==> src/tpsi_pkg.sv <==
// Shared types and constants for the two-point sample interpolator.
`timescale 1ns / 1ps
`default_nettype none

package tpsi_pkg;

    localparam int VALUE_BITS_DEF = 32;
    localparam int TIME_BITS_DEF  = 32;
    localparam int CFG_BITS       = 32;

    localparam logic [CFG_BITS-1:0] MAX_GAP_RESET = 32'd1000;

    localparam logic KIND_FEED  = 1'b0;
    localparam logic KIND_QUERY = 1'b1;

    // controller -> datapath
    typedef struct packed {
        logic accept;    // input beat taken this cycle
        logic mul_step;  // one shift-add step of off * |diff|
        logic div_step;  // one restoring step of product / span
        logic out_load;  // move result into the output register
    } cmd_t;

    // datapath -> controller
    typedef struct packed {
        logic interp;    // the offered query needs the interpolation path
    } sts_t;

endpackage

`default_nettype wire

==> src/tpsi_ctrl.sv <==
// Controller: accepts beats, sequences multiply and divide steps, owns output valid.
`timescale 1ns / 1ps
`default_nettype none

module tpsi_ctrl #(
    parameter int VALUE_BITS = tpsi_pkg::VALUE_BITS_DEF
) (
    input  wire logic          aclk,
    input  wire logic          aresetn,
    input  wire logic          s_valid,
    output logic               s_ready,
    input  wire logic          s_kind,
    output logic               m_valid,
    input  wire logic          m_ready,
    input  wire tpsi_pkg::sts_t sts,
    output tpsi_pkg::cmd_t     cmd
);
    import tpsi_pkg::*;

    localparam int CNT_W = $clog2(VALUE_BITS);
    localparam logic [CNT_W-1:0] CNT_LAST = CNT_W'(VALUE_BITS - 1);

    localparam logic [1:0] ST_IDLE = 2'd0;
    localparam logic [1:0] ST_MUL  = 2'd1;
    localparam logic [1:0] ST_DIV  = 2'd2;
    localparam logic [1:0] ST_FIN  = 2'd3;

    logic [1:0]       state_reg, state_next;
    logic [CNT_W-1:0] cnt_reg, cnt_next;
    logic             m_valid_reg, m_valid_next;
    logic             out_free;

    assign s_ready  = (state_reg == ST_IDLE);
    assign m_valid  = m_valid_reg;
    assign out_free = !m_valid_reg || m_ready;

    always_comb begin
        state_next   = state_reg;
        cnt_next     = cnt_reg;
        m_valid_next = m_valid_reg;
        cmd          = '0;
        if (m_valid_reg && m_ready) begin
            m_valid_next = 1'b0;
        end
        unique case (state_reg)
            ST_IDLE: begin
                if (s_valid) begin
                    cmd.accept = 1'b1;
                    if (s_kind == KIND_QUERY) begin
                        if (sts.interp) begin
                            state_next = ST_MUL;
                            cnt_next   = CNT_LAST;
                        end else begin
                            state_next = ST_FIN;
                        end
                    end
                end
            end
            ST_MUL: begin
                cmd.mul_step = 1'b1;
                cnt_next     = cnt_reg - 1'b1;
                if (cnt_reg == '0) begin
                    state_next = ST_DIV;
                    cnt_next   = CNT_LAST;
                end
            end
            ST_DIV: begin
                cmd.div_step = 1'b1;
                cnt_next     = cnt_reg - 1'b1;
                if (cnt_reg == '0) begin
                    state_next = ST_FIN;
                end
            end
            ST_FIN: begin
                if (out_free) begin
                    cmd.out_load = 1'b1;
                    m_valid_next = 1'b1;
                    state_next   = ST_IDLE;
                end
            end
            default: begin
                state_next = ST_IDLE;
            end
        endcase
    end

    always_ff @(posedge aclk) begin
        if (!aresetn) begin
            state_reg   <= ST_IDLE;
            cnt_reg     <= '0;
            m_valid_reg <= 1'b0;
        end else begin
            state_reg   <= state_next;
            cnt_reg     <= cnt_next;
            m_valid_reg <= m_valid_next;
        end
    end

    // a waiting result is never overwritten
    assert property (@(posedge aclk) disable iff (!aresetn)
        cmd.out_load |-> (!m_valid_reg || m_ready))
        else $error("output register overwritten while a beat waits");

    // a feed beat keeps the controller in the idle state and gives no result
    assert property (@(posedge aclk) disable iff (!aresetn)
        (s_valid && s_ready && s_kind == KIND_FEED) |=> (state_reg == ST_IDLE))
        else $error("feed beat left the idle state");

    // the divide phase always starts with a full step count
    assert property (@(posedge aclk) disable iff (!aresetn)
        (state_reg == ST_MUL && cnt_reg == '0) |=>
            (state_reg == ST_DIV && cnt_reg == CNT_LAST))
        else $error("divide phase started with wrong count");

    // a result appears only out of the finish state
    assert property (@(posedge aclk) disable iff (!aresetn)
        $rose(m_valid_reg) |-> ($past(state_reg) == ST_FIN))
        else $error("output valid rose outside the finish state");

endmodule

`default_nettype wire

==> src/tpsi_dp.sv <==
// Datapath: sample registers, case selection, shift-add multiply, restoring divide.
`timescale 1ns / 1ps
`default_nettype none

module tpsi_dp #(
    parameter int VALUE_BITS = tpsi_pkg::VALUE_BITS_DEF,
    parameter int TIME_BITS  = tpsi_pkg::TIME_BITS_DEF
) (
    input  wire logic                          aclk,
    input  wire logic                          aresetn,
    input  wire logic                          cfg_wr_en,
    input  wire logic [tpsi_pkg::CFG_BITS-1:0] cfg_wr_data,
    input  wire logic                          s_kind,
    input  wire logic [VALUE_BITS-1:0]         s_sample_value,
    input  wire logic [TIME_BITS-1:0]          s_time_stamp,
    output logic [VALUE_BITS-1:0]              m_estimate,
    output logic                               m_in_span,
    input  wire tpsi_pkg::cmd_t                cmd,
    output tpsi_pkg::sts_t                     sts
);
    import tpsi_pkg::*;

    localparam int AW = TIME_BITS + VALUE_BITS;             // product / divide register
    localparam int GW = (TIME_BITS > CFG_BITS) ? TIME_BITS : CFG_BITS;
    localparam logic [GW-1:0] TMASK = GW'({TIME_BITS{1'b1}});

    logic                  have_older_reg, have_newer_reg;
    logic [VALUE_BITS-1:0] older_value_reg, newer_value_reg;
    logic [TIME_BITS-1:0]  older_time_reg, newer_time_reg;
    logic [CFG_BITS-1:0]   max_gap_reg;

    logic                  interp_reg;
    logic [VALUE_BITS-1:0] res_value_reg;
    logic                  res_span_reg;
    logic [TIME_BITS-1:0]  off_reg;
    logic [VALUE_BITS-1:0] mag_reg;
    logic                  neg_reg;
    logic [AW-1:0]         acc_reg;
    logic [VALUE_BITS-1:0] m_estimate_reg;
    logic                  m_in_span_reg;

    // query decision
    logic [TIME_BITS-1:0]  span;
    logic [GW-1:0]         span_w, gap_w;
    logic [VALUE_BITS-1:0] q_value;
    logic                  q_span, q_interp;
    logic [VALUE_BITS:0]   diff;
    logic [VALUE_BITS:0]   diff_abs;

    // divide step
    logic [TIME_BITS:0]    trial, trial_sub;
    logic                  ge;

    logic [VALUE_BITS-1:0] quot, est;

    assign span   = newer_time_reg - older_time_reg;
    assign span_w = GW'(span);
    assign gap_w  = GW'(max_gap_reg) & TMASK;

    always_comb begin
        q_value  = older_value_reg;
        q_span   = 1'b0;
        q_interp = 1'b0;
        if (!have_older_reg) begin
            q_value = '0;
        end else if (!have_newer_reg || s_time_stamp > newer_time_reg) begin
            q_value = have_newer_reg ? newer_value_reg : older_value_reg;
        end else if (s_time_stamp <= older_time_reg) begin
            q_span = 1'b1;
        end else if (newer_time_reg <= older_time_reg || span_w > gap_w) begin
            q_span = 1'b0;
        end else begin
            q_span   = 1'b1;
            q_interp = 1'b1;
        end
    end

    assign sts.interp = q_interp;

    assign diff = {newer_value_reg[VALUE_BITS-1], newer_value_reg}
                - {older_value_reg[VALUE_BITS-1], older_value_reg};
    assign diff_abs = diff[VALUE_BITS] ? (~diff + 1'b1) : diff;

    // remainder sits in the upper bits, next numerator bit just below it
    assign trial     = {acc_reg[AW-1:VALUE_BITS], acc_reg[VALUE_BITS-1]};
    assign trial_sub = trial - {1'b0, span};
    assign ge        = !trial_sub[TIME_BITS];

    assign quot = acc_reg[VALUE_BITS-1:0];
    assign est  = neg_reg ? (older_value_reg - quot) : (older_value_reg + quot);

    always_ff @(posedge aclk) begin
        if (!aresetn) begin
            have_older_reg <= 1'b0;
            have_newer_reg <= 1'b0;
            max_gap_reg    <= MAX_GAP_RESET;
            interp_reg     <= 1'b0;
        end else begin
            if (cfg_wr_en) begin
                max_gap_reg <= cfg_wr_data;
            end
            if (cmd.accept && s_kind == KIND_FEED) begin
                if (!have_older_reg) begin
                    have_older_reg <= 1'b1;
                end else begin
                    have_newer_reg <= 1'b1;
                end
            end
            if (cmd.accept && s_kind == KIND_QUERY) begin
                interp_reg <= q_interp;
            end
        end
    end

    always_ff @(posedge aclk) begin
        if (cmd.accept) begin
            if (s_kind == KIND_FEED) begin
                if (!have_older_reg) begin
                    older_value_reg <= s_sample_value;
                    older_time_reg  <= s_time_stamp;
                end else begin
                    if (have_newer_reg) begin
                        older_value_reg <= newer_value_reg;
                        older_time_reg  <= newer_time_reg;
                    end
                    newer_value_reg <= s_sample_value;
                    newer_time_reg  <= s_time_stamp;
                end
            end else begin
                res_value_reg <= q_value;
                res_span_reg  <= q_span;
                off_reg       <= s_time_stamp - older_time_reg;
                mag_reg       <= diff_abs[VALUE_BITS-1:0];
                neg_reg       <= diff[VALUE_BITS];
                acc_reg       <= '0;
            end
        end
        if (cmd.mul_step) begin
            acc_reg <= (acc_reg << 1) + (mag_reg[VALUE_BITS-1] ? AW'(off_reg) : '0);
            mag_reg <= mag_reg << 1;
        end
        if (cmd.div_step) begin
            acc_reg <= {(ge ? trial_sub[TIME_BITS-1:0] : trial[TIME_BITS-1:0]),
                        acc_reg[VALUE_BITS-2:0], ge};
        end
        if (cmd.out_load) begin
            m_estimate_reg <= interp_reg ? est : res_value_reg;
            m_in_span_reg  <= res_span_reg;
        end
    end

    assign m_estimate = m_estimate_reg;
    assign m_in_span  = m_in_span_reg;

endmodule

`default_nettype wire

==> src/two_point_sample_interpolator.sv <==
// Top level of the two-point sample interpolator.
//
//  channel  direction  handshake          payload
//  s_       in         s_valid / s_ready  s_kind, s_sample_value, s_time_stamp
//  m_       out        m_valid / m_ready  m_estimate, m_in_span
//  cfg_     in         cfg_wr_en          cfg_wr_data (max_gap)
//
// A feed beat only updates the sample store and gives no result. A query that needs
// interpolation runs VALUE_BITS shift-add steps of the multiplier, then VALUE_BITS
// steps of the restoring divider, then the finish state; other queries go straight to it.
// Reset is synchronous, active low, and empties the sample store; max_gap returns to 1000.
// A new beat is taken while the previous result waits in the output register;
// a finished query waits in its last state until that register is free.
`timescale 1ns / 1ps
`default_nettype none

module two_point_sample_interpolator #(
    parameter int VALUE_BITS = tpsi_pkg::VALUE_BITS_DEF,
    parameter int TIME_BITS  = tpsi_pkg::TIME_BITS_DEF
) (
    input  wire logic                          aclk,
    input  wire logic                          aresetn,
    input  wire logic                          cfg_wr_en,
    input  wire logic [tpsi_pkg::CFG_BITS-1:0] cfg_wr_data,
    input  wire logic                          s_valid,
    output logic                               s_ready,
    input  wire logic                          s_kind,
    input  wire logic signed [VALUE_BITS-1:0]  s_sample_value,
    input  wire logic [TIME_BITS-1:0]          s_time_stamp,
    output logic                               m_valid,
    input  wire logic                          m_ready,
    output logic signed [VALUE_BITS-1:0]       m_estimate,
    output logic                               m_in_span
);
    import tpsi_pkg::*;

    cmd_t                  cmd;
    sts_t                  sts;
    logic [VALUE_BITS-1:0] estimate;

    tpsi_ctrl #(
        .VALUE_BITS(VALUE_BITS)
    ) u_ctrl (
        .aclk    (aclk),
        .aresetn (aresetn),
        .s_valid (s_valid),
        .s_ready (s_ready),
        .s_kind  (s_kind),
        .m_valid (m_valid),
        .m_ready (m_ready),
        .sts     (sts),
        .cmd     (cmd)
    );

    tpsi_dp #(
        .VALUE_BITS(VALUE_BITS),
        .TIME_BITS (TIME_BITS)
    ) u_dp (
        .aclk           (aclk),
        .aresetn        (aresetn),
        .cfg_wr_en      (cfg_wr_en),
        .cfg_wr_data    (cfg_wr_data),
        .s_kind         (s_kind),
        .s_sample_value (s_sample_value),
        .s_time_stamp   (s_time_stamp),
        .m_estimate     (estimate),
        .m_in_span      (m_in_span),
        .cmd            (cmd),
        .sts            (sts)
    );

    assign m_estimate = estimate;

endmodule

`default_nettype wire

==> config.mk <==
export PLATFORM = sky130hd
export DESIGN_NAME = two_point_sample_interpolator
export DESIGN_NICKNAME = d
export VERILOG_FILES = /design/src/tpsi_pkg.sv /design/src/tpsi_ctrl.sv /design/src/tpsi_dp.sv /design/src/two_point_sample_interpolator.sv
export SDC_FILE = /design/constraint.sdc
export NUM_CORES = 1
export LEC_CHECK = 0
export BUFFER_PORTS_ARGS = -buffer_cell sky130_fd_sc_hd__buf_2
export CAP_MARGIN = 20
export CORE_MARGIN = 2
export CORE_UTILIZATION = 55
export CTS_CLUSTER_DIAMETER = 60
export DETAILED_ROUTE_END_ITERATION = 16
export PLACE_DENSITY = 0.73
export SYNTH_ARGS = -nofsm -noshare
export SYNTH_HDL_FRONTEND = slang
export SYNTH_HIERARCHICAL = 1
export SYNTH_SLANG_ARGS = --single-unit
export TNS_END_PERCENT = 30
==> constraint.sdc <==
create_clock -name aclk -period 7.6 [get_ports aclk]
set_clock_uncertainty 0.05 [all_clocks]
set_input_delay 1.52 -clock aclk [delete_from_list [all_inputs] [get_ports aclk]]
set_output_delay 1.52 -clock aclk [all_outputs]
set_load 0.01 [all_outputs]
==> results of run 1 <==
-- power groups by stage --
stage	logic, mW	registers [mW]	clock network, mW
2_1_floorplan	4.31	3.18	0
5_1_grt	6.38	3.37	2.22
6_report	5.80	3.32	2.12
3_3_place_gp	5.51	3.32	0
3_5_place_dp	5.67	3.34	0
4_1_cts	5.71	3.31	2.16
-- metal layers --
layer / up-vias / global-route usage (%) / routed length [µm]
met1: 11380 / 37.13 / 33980
met2: 736 / 51.54 / 39220
met5: - / 0 / 0
met4: 0 / 10.40 / 2523
li1: 11490 / - / -
met3: 144 / 3.242 / 3996
-- cells by family after synthesis --
family                     after synthesis
adders and majority gates              268
muxes                                  134
AOI/OAI and AO/OA                      874
xor gates and xnor gates               222
buffers and inverters                  339
DFF                                    366
and+or+nand+nor                        879
-- stage by stage --
step           instance area (µm²)  power [mW]  cells
6_report                     31370       11.23   3905
5_1_grt                      31370       11.98   3905
4_1_cts                      31300       11.17   3902
3_5_place_dp                 29840       9.008   3816
3_3_place_gp                 29840       8.832   3816
2_1_floorplan                28520       7.495   3082
-- repair_timing --
item                                   4_1_cts  5_1_grt
setup endpoints to repair                    0        1
buffers inserted                             0        0
gates resized for setup                      0        1
endpoints found under the hold margin        0        0
-- cell type report --
cell class	count	area, µm²	area share, %
Multi-Input combinational cell	2377	16740	53.36
Sequential cell	366	10560	33.65
Clock buffer	66	1325	4.224
Inverter	242	908.4	2.896
Timing Repair Buffer	154	855.8	2.728
Tap cell	680	850.8	2.712
Clock inverter	20	136.4	0.4347
-- critical path, delay by kind of cell, from the launching register on --
family          cells  cell delay [ns]
fa+ha+maj           3             1.00
compound gates     14             3.57
simple gates        2             1.11
flops               1             0.43
xor+xnor            1             0.42
buf+inv             2             0.13
mux                 1             0.30
-- cells in the mapped netlist (9+ instances only) --
cell and number:
a2111oi_0 10, a211o_1 10, a211oi_1 20, a21boi_0 9, a21o_1 114, a21oi_1 269, a31oi_1 33, and2_1 54
and3_1 24, and4_1 12, clkbuf_1 85, dfxtp_1 44, edfxtp_1 322, ha_1 262, inv_1 242, mux2_2 56
mux2i_1 77, nand2_1 201, nand2b_1 35, nand3_1 65, nand4_1 45, nor2_1 224, nor2b_1 85, nor3_1 58
nor4_1 15, o2111ai_1 9, o211ai_1 36, o21a_1 40, o21ai_0 176, o21ai_1 17, o21bai_1 27, o22ai_1 15
o31ai_1 15, or2_2 14, or3_1 15, xnor2_1 127, xor2_1 95
-- worst max-delay path by stage --
stage	from	end	slack (ns)	depth (start not counted)
floorplan	s_valid	u_dp/older_time_reg[0]	1.38	3
global placement	u_dp/newer_time_reg[0]	u_dp/acc_reg[51]	0.71	23
detailed placement	u_dp/newer_time_reg[0]	u_dp/acc_reg[51]	0.51	23
CTS	u_dp/newer_time_reg[0]	u_dp/acc_reg[51]	0.47	23
global route	u_dp/newer_time_reg[0]	u_dp/acc_reg[51]	0.02	23
finish	u_dp/newer_time_reg[0]	u_dp/acc_reg[51]	0.45	23
==> impl_results.md, run 1 <==
* Pleak at 13.03 nW
* Int Pwr at 6.424 mW
* Mapped Cells at 3082
* FFs w/ async S/R, synth at 0%
* Clock insertion delay at the later pin of the skew report at 0.58 ns
* Max-slew headroom at 27.04%
* Sequential share of the synthesized area at 37.00%
* Fin worst setup slack at 0.4461 ns
* Most frequent cells in the layout: 322 x edfxtp_1, 267 x a21oi_1, 262 x ha_1, 241 x inv_1, 223 x nor2_1
* CTS tree: done
* Clk pwr share at 18.8%
* Largest net degree at the start of global routing at 97
* Final TNS setup at 0 ns
* Drt total wl at 79.71 mm
* CP required at 7.98 ns
* Rows at 83
* Depth of the most critical reg-to-reg path at 23
* Clk root buf: clkbuf_16
* Critical Path AT at 7.53 ns
* Largest register FFs at 64
* Total CTS buffers at 46
* Post-DP HPWL at 60.99 mm
* Share of layout cells above drive strength 1 at 9.922%
* Critical Path Sink Type: register
* Layout area overhead at 10.00%
* CTS Hold Bufs at 0
* Post-synthesis compound-gate area fraction at 19.43%
* Initial Util at 55.59%
* Hold Startpoint: u_ctrl/cnt_reg[4]
* N_diodes at 0
* Synthesized Nets at 3452
* Ports at 137
* Final Max Tran Viols at 0
* Yosys reg bits at 366
* EDFF count, synth at 322
* Hold WC Path Type: register to register
* Synth warn at 6
* Bufs on Longest Clock Path at 3
* FF-to-FF setup slack at 0.45 ns
* Core Util, Final at 61.15%
* Critical Path Source Type: register
* Yosys top cell area share at 33.91%
* # fillers at 4412
* Largest family of logic cells by synthesized area: compound AO/OA/AOI/OAI gates
* Die W at 231.7 µm
* P per Cell Area at 357.9 nW/µm²
* Clk sinks at 366
* Number of global-route vias before repair at 23210
* Period utilization at 94.13%
* Hold slack at 0.4326 ns
* Avg Inst Size Synth at 9.253 µm²
* Drt drc at 0
* Syn Std Cell Area at 28520 µm²
* CP max-delay cell: a2111oi_0
* Crit path cell chain: inv_1, ha_1, inv_1, fa_1, a21o_1, a21oi_1, o21ai_0, a31oi_1, o31ai_1, a211oi_1, o21ai_1, a31oi_1, o21ai_1, mux2_2, a2111oi_0, ha_1, a21oi_1, o2111ai_1, o21ai_0, xnor2_1, nand2_1, or3_1, o211ai_1
* Crit Path Max Fanout at 14
* Drt wl/cell at 20.41 µm
* Clock H-tree levels at 2
* MaxCap Viol Count at 0
* Die ar. at 53690 µm²
* Final setup vio count at 0
* Hold Path Sink: u_ctrl/cnt_reg[4]
* Combinational power share at 51.6%
* Sw frac at 42.78%
* Yosys top cell by area: edfxtp_1
* Adder-cell area share of the yosys netlist at 11.92%
* Iter 0 DRT Violations at 1979
* Worst-Margin Slew at 1.094 ns
* Top post-synthesis cells by area: edfxtp_1 34%, ha_1 11%, a21oi_1 4.7%, xnor2_1 3.9%, inv_1 3.2%
* Cells on Worst Hold Path at 2
* Status: complete, no violations
* Synth unique cells at 84
* Pre-antenna DRT Iters at 7
* Vias at 23750
* Reg2Reg Launch Point: u_dp/newer_time_reg[0]
* CTS clk-pin slew, worst paths at 0.06 ns
* Main flop type after synthesis: edfxtp_1
* Post-route ant nets at 0
* Layout Nets at 3557
* R2R Path End: u_dp/acc_reg[51]
* Reg power frac at 29.5%
* Synth Area in XOR/XNOR at 6.818%
* Crit path largest cell delay at 0.78 ns
* Die Span Y at 231.7 µm
* Crit path time final at 7.154 ns
* Drt via density at 6.082
* Most common cell after layout, fill and taps aside: edfxtp_1
* CORE AREA at 51300 µm²
* Worst VDD drop at 183.6 µV
* Post-synthesis simple-gate area fraction at 15.38%
* RSZ-0062 raised after global routing: no
* Mux contribution to synthesized area at 4.953%
* Final Hold Viols at 0
* First-pass GRT wire length at 124.8 mm
* F_max at 0.1398 GHz
* Final Wtd Congestion at 1.022
* Grt ovf at 0
* Worst slack, placed at 0.5109 ns
* Net switching power at 4.803 mW
* Initial antenna violation count at 0
* GRT Util Overall at 29.27%
* Critical setup path kind: register to register
* PortBufs at 136
(Power assumes the default switching activity.)
==> inputs of run 2 (changes only) <==
==> constraint.sdc (replaced) <==
create_clock -name aclk -period 8 [get_ports aclk]
set_clock_uncertainty 0.05 [all_clocks]
set_input_delay 1.6 -clock aclk [delete_from_list [all_inputs] [get_ports aclk]]
set_output_delay 1.6 -clock aclk [all_outputs]
set_load 0.01 [all_outputs]
==> run 2 against run 1 <==
Effect of this change: sequential cell count unchanged; global-route usage down 0.089 points; worst hold slack worse by 0.034 ns; power down 5.2%; cell area about the same; count of clock-buffer cells in the layout down 2; die area unchanged; first-iteration DRC count down 20%; critical path depth unchanged; via count about the same; cell count about the same.
==> impl_results.md, run 2 (same netlist as run 1, synthesis figures left out) <==
* Critical Path AT at 7.73 ns (+0.20 ns)
* Initial antenna violation count at 0 (unchanged)
* Drt total wl at 79.27 mm (-0.55%)
* Final Hold Viols at 0 (unchanged)
* Post-cts gate resize count at 0 (unchanged)
* Met1 GRT Util at 36.93% (-0.20 points)
* Fin worst setup slack at 0.6240 ns (+0.1779 ns)
* Drt wl/cell at 20.31 µm (-0.53%)
* R2R Path End: u_dp/acc_reg[51]
* Die W at 231.7 µm (unchanged)
* Clock H-tree levels at 2 (unchanged)
* P per Cell Area at 339.4 nW/µm² (-5.2%)
* Crit Path Max Fanout at 14 (unchanged)
* Core Util, Final at 61.09% (about the same)
* Drt drc at 0 (unchanged)
* Clk sinks at 366 (unchanged)
* Number of global-route vias before repair at 23080 (-0.53%)
* Post-DP HPWL at 61.54 mm (+0.90%)
* CTS clk-pin slew, worst paths at 0.06 ns (about the same)
* Crit path time final at 7.376 ns (+0.2222 ns)
* GR Util met3 at 3.168% (-0.074 points)
* Postcts setup bufs at 0 (unchanged)
* Grt ovf at 0 (unchanged)
* Critical Path Sink Type: register
* Capture point of the critical path: u_dp/acc_reg[51]
* Final Non-Filler Cells at 3904 (-0.026%)
* Layout area overhead at 9.898% (about the same)
* Pleak at 13.03 nW (about the same)
* Status: complete, no violations
* Critical Path Source Type: register
* Placed insts at 3816 (unchanged)
* Vias at 23750 (-0.0084%)
* Period utilization at 92.20% (-1.9 points)
* Final TNS setup at 0 ns (unchanged)
* Most frequent cells in the layout: 322 x edfxtp_1, 268 x a21oi_1, 262 x ha_1, 241 x inv_1, 223 x nor2_1
* CP required at 8.35 ns (+0.37 ns)
* Crit. Startpoint: u_dp/newer_time_reg[0]
* Pre-antenna DRT Iters at 6 (-1)
* FF-to-FF setup slack at 0.62 ns (+0.18 ns)
* Ports at 137 (unchanged)
* First-pass GRT wire length at 124.7 mm (about the same)
* Drt via density at 6.083 (about the same)
* Depth of the most critical reg-to-reg path at 23 (unchanged)
* CTS tree: done
* RSZ-0062 raised after global routing: no
* Layout Nets at 3557 (unchanged)
* F_max at 0.1356 GHz (-3.0%)
* Share of layout cells above drive strength 1 at 9.957% (+0.034 points)
* CTS Hold Bufs at 0 (unchanged)
* Clock insertion delay at the later pin of the skew report at 0.58 ns (about the same)
* GR Util met2 at 50.91% (-0.63 points)
* Final setup vio count at 0 (unchanged)
* Die Span Y at 231.7 µm (unchanged)
* Reg2Reg Launch Point: u_dp/newer_time_reg[0]
* Critical setup path kind: register to register
* Max-slew headroom at 23.91% (-3.1 points)
* Rows at 83 (unchanged)
* Final Wtd Congestion at 1.028 (+0.61%)
* CORE AREA at 51300 µm² (unchanged)
* Bufs on Longest Clock Path at 3 (unchanged)
* Largest register FFs at 64 (unchanged)
* Clk root buf: clkbuf_16
* Total CTS buffers at 46 (unchanged)
* Initial Util at 55.59% (unchanged)
* Hold WC Path Type: register to register
* GRT Util Overall at 29.18% (-0.089 points)
* Die ar. at 53690 µm² (unchanged)
* Post-route ant nets at 0 (unchanged)
* PortBufs at 136 (unchanged)
* Worst VDD drop at 157.6 µV (-14%)
* Largest net degree at the start of global routing at 97 (unchanged)
* Worst slack, placed at 0.7985 ns (+0.2876 ns)
* GR peak layer: met2
* Iter 0 DRT Violations at 1578 (-20%)
* MaxCap Viol Count at 0 (unchanged)
* Final Max Tran Viols at 0 (unchanged)
* N_diodes at 0 (unchanged)
* Worst-Margin Slew at 1.140 ns (+0.04573 ns)
* Most common cell after layout, fill and taps aside: edfxtp_1
run 2: cell type report:
cell class / instances / area [µm²]
fill: 4319 / 19960
sequential: 366 / 10560
timing repair buffer: 154 / 860.8
clock buffer: 64 / 1270
multi-input combinational: 2377 / 16730
clock inverter: 21 / 160.2
inverter: 242 / 908.4
tap: 680 / 850.8
run 2: metrics by stage:
step,hold slack (ns),cell area [µm²],total power [mW]
floorplan,0.3503,28520,7.121
global placement,0.3610,29840,8.403
detailed placement,0.3858,29840,8.573
CTS,0.4035,31270,10.60
global route,0.4180,31340,11.37
finish,0.3986,31340,10.64
run 2: worst max-delay path: stages (launching register included):
cell       delay (ns)
edfxtp_1         0.42
inv_1            0.08
ha_1             0.15
inv_1            0.05
fa_1             0.40
a21o_1           0.17
a21oi_1          0.27
o21ai_0          0.15
a31oi_1          0.30
o31ai_1          0.18
a211oi_1         0.29
o21ai_1          0.16
a31oi_1          0.32
o21ai_1          0.14
mux2_2           0.30
a2111oi_0        0.84
ha_1             0.43
a21oi_1          0.21
o2111ai_1        0.13
o21ai_0          0.35
xnor2_1          0.51
nand2_1          0.67
or3_1            0.53
o211ai_1         0.11
run 2: metal layers:
| metal | wire [µm] | vias up |
|---|---|---|
| met2 | 38410 | 768 |
| met5 | 0 | - |
| li1 | - | 11510 |
| met1 | 34100 | 11310 |
| met3 | 3756 | 153 |
| met4 | 3009 | 0 |
run 2: report_power, final:
part,internal (mW),switching (mW)
Combinational,2.19,3.31
Clock,1.15,0.834
Sequential,2.72,0.432
Total,6.06,4.58
run 2: worst min path at each step:
stage / from / end / slack [ns] / depth (start not counted)
4_1_cts: u_dp/res_span_reg / u_dp/m_in_span / 0.40 / 0
5_1_grt: u_dp/res_span_reg / u_dp/m_in_span / 0.42 / 0
3_3_place_gp: u_dp/res_span_reg / u_dp/m_in_span / 0.36 / 0
6_report: u_dp/res_span_reg / u_dp/m_in_span / 0.40 / 0
2_1_floorplan: u_dp/res_span_reg / u_dp/m_in_span / 0.35 / 0
3_5_place_dp: u_dp/res_span_reg / u_dp/m_in_span / 0.39 / 0
==> inputs of run 3 (changes only) <==
--- a/config.mk
+++ b/config.mk
@@ -8,10 +8,10 @@
 export BUFFER_PORTS_ARGS = -buffer_cell sky130_fd_sc_hd__buf_2
 export CAP_MARGIN = 20
 export CORE_MARGIN = 2
-export CORE_UTILIZATION = 55
+export CORE_UTILIZATION = 60
 export CTS_CLUSTER_DIAMETER = 60
 export DETAILED_ROUTE_END_ITERATION = 16
-export PLACE_DENSITY = 0.73
+export PLACE_DENSITY = 0.78
 export SYNTH_ARGS = -nofsm -noshare
 export SYNTH_HDL_FRONTEND = slang
 export SYNTH_HIERARCHICAL = 1
==> run 3 against run 2 <==
Effect of this change: combinational power increased by 0.9%; register-to-register slack improved by 0.28 ns; non-clock buffer count grew 1; global-route usage is 2.5 points higher; sequential share of layout area is 0.12 points higher; sequential power about the same; die area fell by 8.2%; first-iteration DRC count grew 47%; clock power barely moved; sequential cell count did not move; cell area down 0.34%; largest cell class unchanged.
==> impl_results.md, run 3 (same netlist as run 1, synthesis figures left out) <==
* Critical setup path kind: register to register
* Final setup vio count at 0 (unchanged)
* Final Max Tran Viols at 0 (unchanged)
* Most frequent cells in the layout: 322 x edfxtp_1, 268 x a21oi_1, 262 x ha_1, 241 x inv_1, 223 x nor2_1
* Crit Path Max Fanout at 10 (-4)
* Drt wl/cell at 20.71 µm (+2.0%)
* Ports at 137 (unchanged)
* Initial Util at 60.99% (+5.4 points)
* Cell mode on critical path: a21oi_1
* Layout area overhead at 9.521%
* CTS tree: done
* Sw frac at 43.13% (+0.11 points)
* Clock insertion delay at the later pin of the skew report at 0.59 ns (about the same)
* Post-cts gate resize count at 0 (unchanged)
* Placed insts at 3747 (-1.8%)
* Max-slew headroom at 27.27% (+3.4 points)
* Grt ovf at 0 (unchanged)
* CP max-delay cell: nor4_1
* Clk root buf: clkbuf_16
* Drt drc at 0 (unchanged)
* Die W at 222.0 µm (-4.2%)
* Post-route ant nets at 0 (unchanged)
* First-pass GRT wire length at 124.9 mm (+0.19%)
* Pre-antenna DRT Iters at 6 (unchanged)
* Combinational power share at 52.0% (+0.3 points)
* Worst VDD drop at 199.1 µV (+26%)
* Critical Path AT at 7.50 ns (-0.23 ns)
* Largest register FFs at 64 (unchanged)
* Clk sinks at 366 (unchanged)
* GRT Util Overall at 31.63% (+2.5 points)
* Layout Nets at 3558 (+0.028%)
* Bufs on Longest Clock Path at 3 (unchanged)
* Crit path time final at 7.093 ns (-0.2827 ns)
* Reg power frac at 29.3% (-0.3 points)
* Drt via density at 6.303 (+3.6%)
* Int Pwr at 6.079 mW (+0.29%)
* Routed wl met2 at 37.48 mm (-2.4%)
* CTS Hold Bufs at 0 (unchanged)
* Final Non-Filler Cells at 3831 (-1.9%)
* Total CTS buffers at 46 (unchanged)
* Initial antenna violation count at 0 (unchanged)
* Share of layout cells above drive strength 1 at 9.926% (-0.031 points)
* Clk pwr share at 18.7% (about the same)
* Number of global-route vias before repair at 23510 (+1.9%)
* Critical Path Source Type: register
* Clock H-tree levels at 2 (unchanged)
* CORE AREA at 46750 µm² (-8.9%)
* Period utilization at 88.67% (-3.5 points)
* P per Cell Area at 342.3 nW/µm² (+0.83%)
* M1 WL at 32.83 mm (-3.7%)
* Critical Path Sink Type: register
* Drt total wl at 79.32 mm (about the same)
* Crit path largest cell delay at 0.83 ns (about the same)
* Most common cell after layout, fill and taps aside: edfxtp_1
* RSZ-0062 raised after global routing: no
* Final Hold Viols at 0 (unchanged)
* Top Metal Used: met4
* Worst-Margin Slew at 1.091 ns (-0.04919 ns)
* CP required at 8.41 ns (+0.06 ns)
* Vias at 24150 (+1.7%)
* Final TNS setup at 0 ns (unchanged)
* Rows at 79 (-4.8%)
* Die ar. at 49290 µm² (-8.2%)
* CTS clk-pin slew, worst paths at 0.06 ns (about the same)
* F_max at 0.1410 GHz (+4.0%)
* Pleak at 13.02 nW (about the same)
* Die Span Y at 222.0 µm (-4.2%)
* Crit path max-delay family: compound AO/OA/AOI/OAI gates
* Post-DP HPWL at 60.63 mm (-1.5%)
* Hold WC Path Type: register to register
* Routed length on met3 at 4.550 mm (+21%)
* MaxCap Viol Count at 0 (unchanged)
* N_diodes at 0 (unchanged)
* Final Wtd Congestion at 1.035 (+0.65%)
* PortBufs at 136 (unchanged)
* Pwr Total at 10.69 mW (+0.49%)
* Net switching power at 4.611 mW (+0.74%)
* Status: complete, no violations
* CP Buf/Inv Count at 2 (unchanged)
* Postcts setup bufs at 0 (unchanged)
* Largest net degree at the start of global routing at 97 (unchanged)
* Iter 0 DRT Violations at 2313 (+47%)
==> run 3: final timing paths <==
| path | startpoint | to | slack [ns] | cells after the start |
|---|---|---|---|---|
| min | u_dp/res_span_reg | u_dp/m_in_span | 0.37 | 0 |
| max reg2reg | u_dp/newer_time_reg[0] | u_ctrl/cnt_reg[3] | 0.91 | 27 |
| min reg2reg | u_dp/res_span_reg | u_dp/m_in_span | 0.37 | 0 |
| max | u_dp/newer_time_reg[0] | u_ctrl/cnt_reg[3] | 0.91 | 27 |
==> run 3: through the flow <==
| stage | setup slack [ns] | utilization [%] | hold slack, ns | cell area [µm²] |
|---|---|---|---|---|
| floorplan | 1.700 | - | 0.3503 | 28520 |
| detailed placement | 1.073 | 63.73 | 0.3609 | 29790 |
| finish | 0.9067 | 66.80 | 0.3707 | 31230 |
| global placement | 1.249 | 63.67 | 0.3595 | 29770 |
| CTS | 1.050 | 66.80 | 0.3744 | 31230 |
| global route | 0.2650 | 66.80 | 0.3858 | 31230 |
==> run 3: area by class of cell <==
cell class	count	area, µm²
tap	607	759.5
timing repair buffer	155	843.3
sequential	366	10560
fill	3733	15520
clock inverter	24	192.7
multi-input combinational	2377	16730
clock buffer	60	1245
inverter	242	908.4
==> run 3: power by group through the flow <==
stage	logic [mW]	registers [mW]	clock network (mW)
3_5_place_dp	5.40	3.16	0
5_1_grt	6.09	3.19	2.11
6_report	5.55	3.13	2.00
2_1_floorplan	4.10	3.03	0
4_1_cts	5.45	3.12	2.03
3_3_place_gp	5.21	3.14	0
==> run 3: routing by layer <==
metal / track usage [%] / vias to the layer above
li1: - / 11500
met1: 39.74 / 11480
met2: 53.94 / 935
met3: 3.472 / 227
met4: 16.52 / 0
met5: 0 / -
==> run 3: worst reg2reg max path: cells and delay by family, from the launching register on <==
kind	cells	cell delay, ns
buf+inv	2	0.13
fa+ha+maj	3	0.82
simple gates	3	1.13
compound gates	18	4.24
flops	1	0.40
xor+xnor	1	0.16
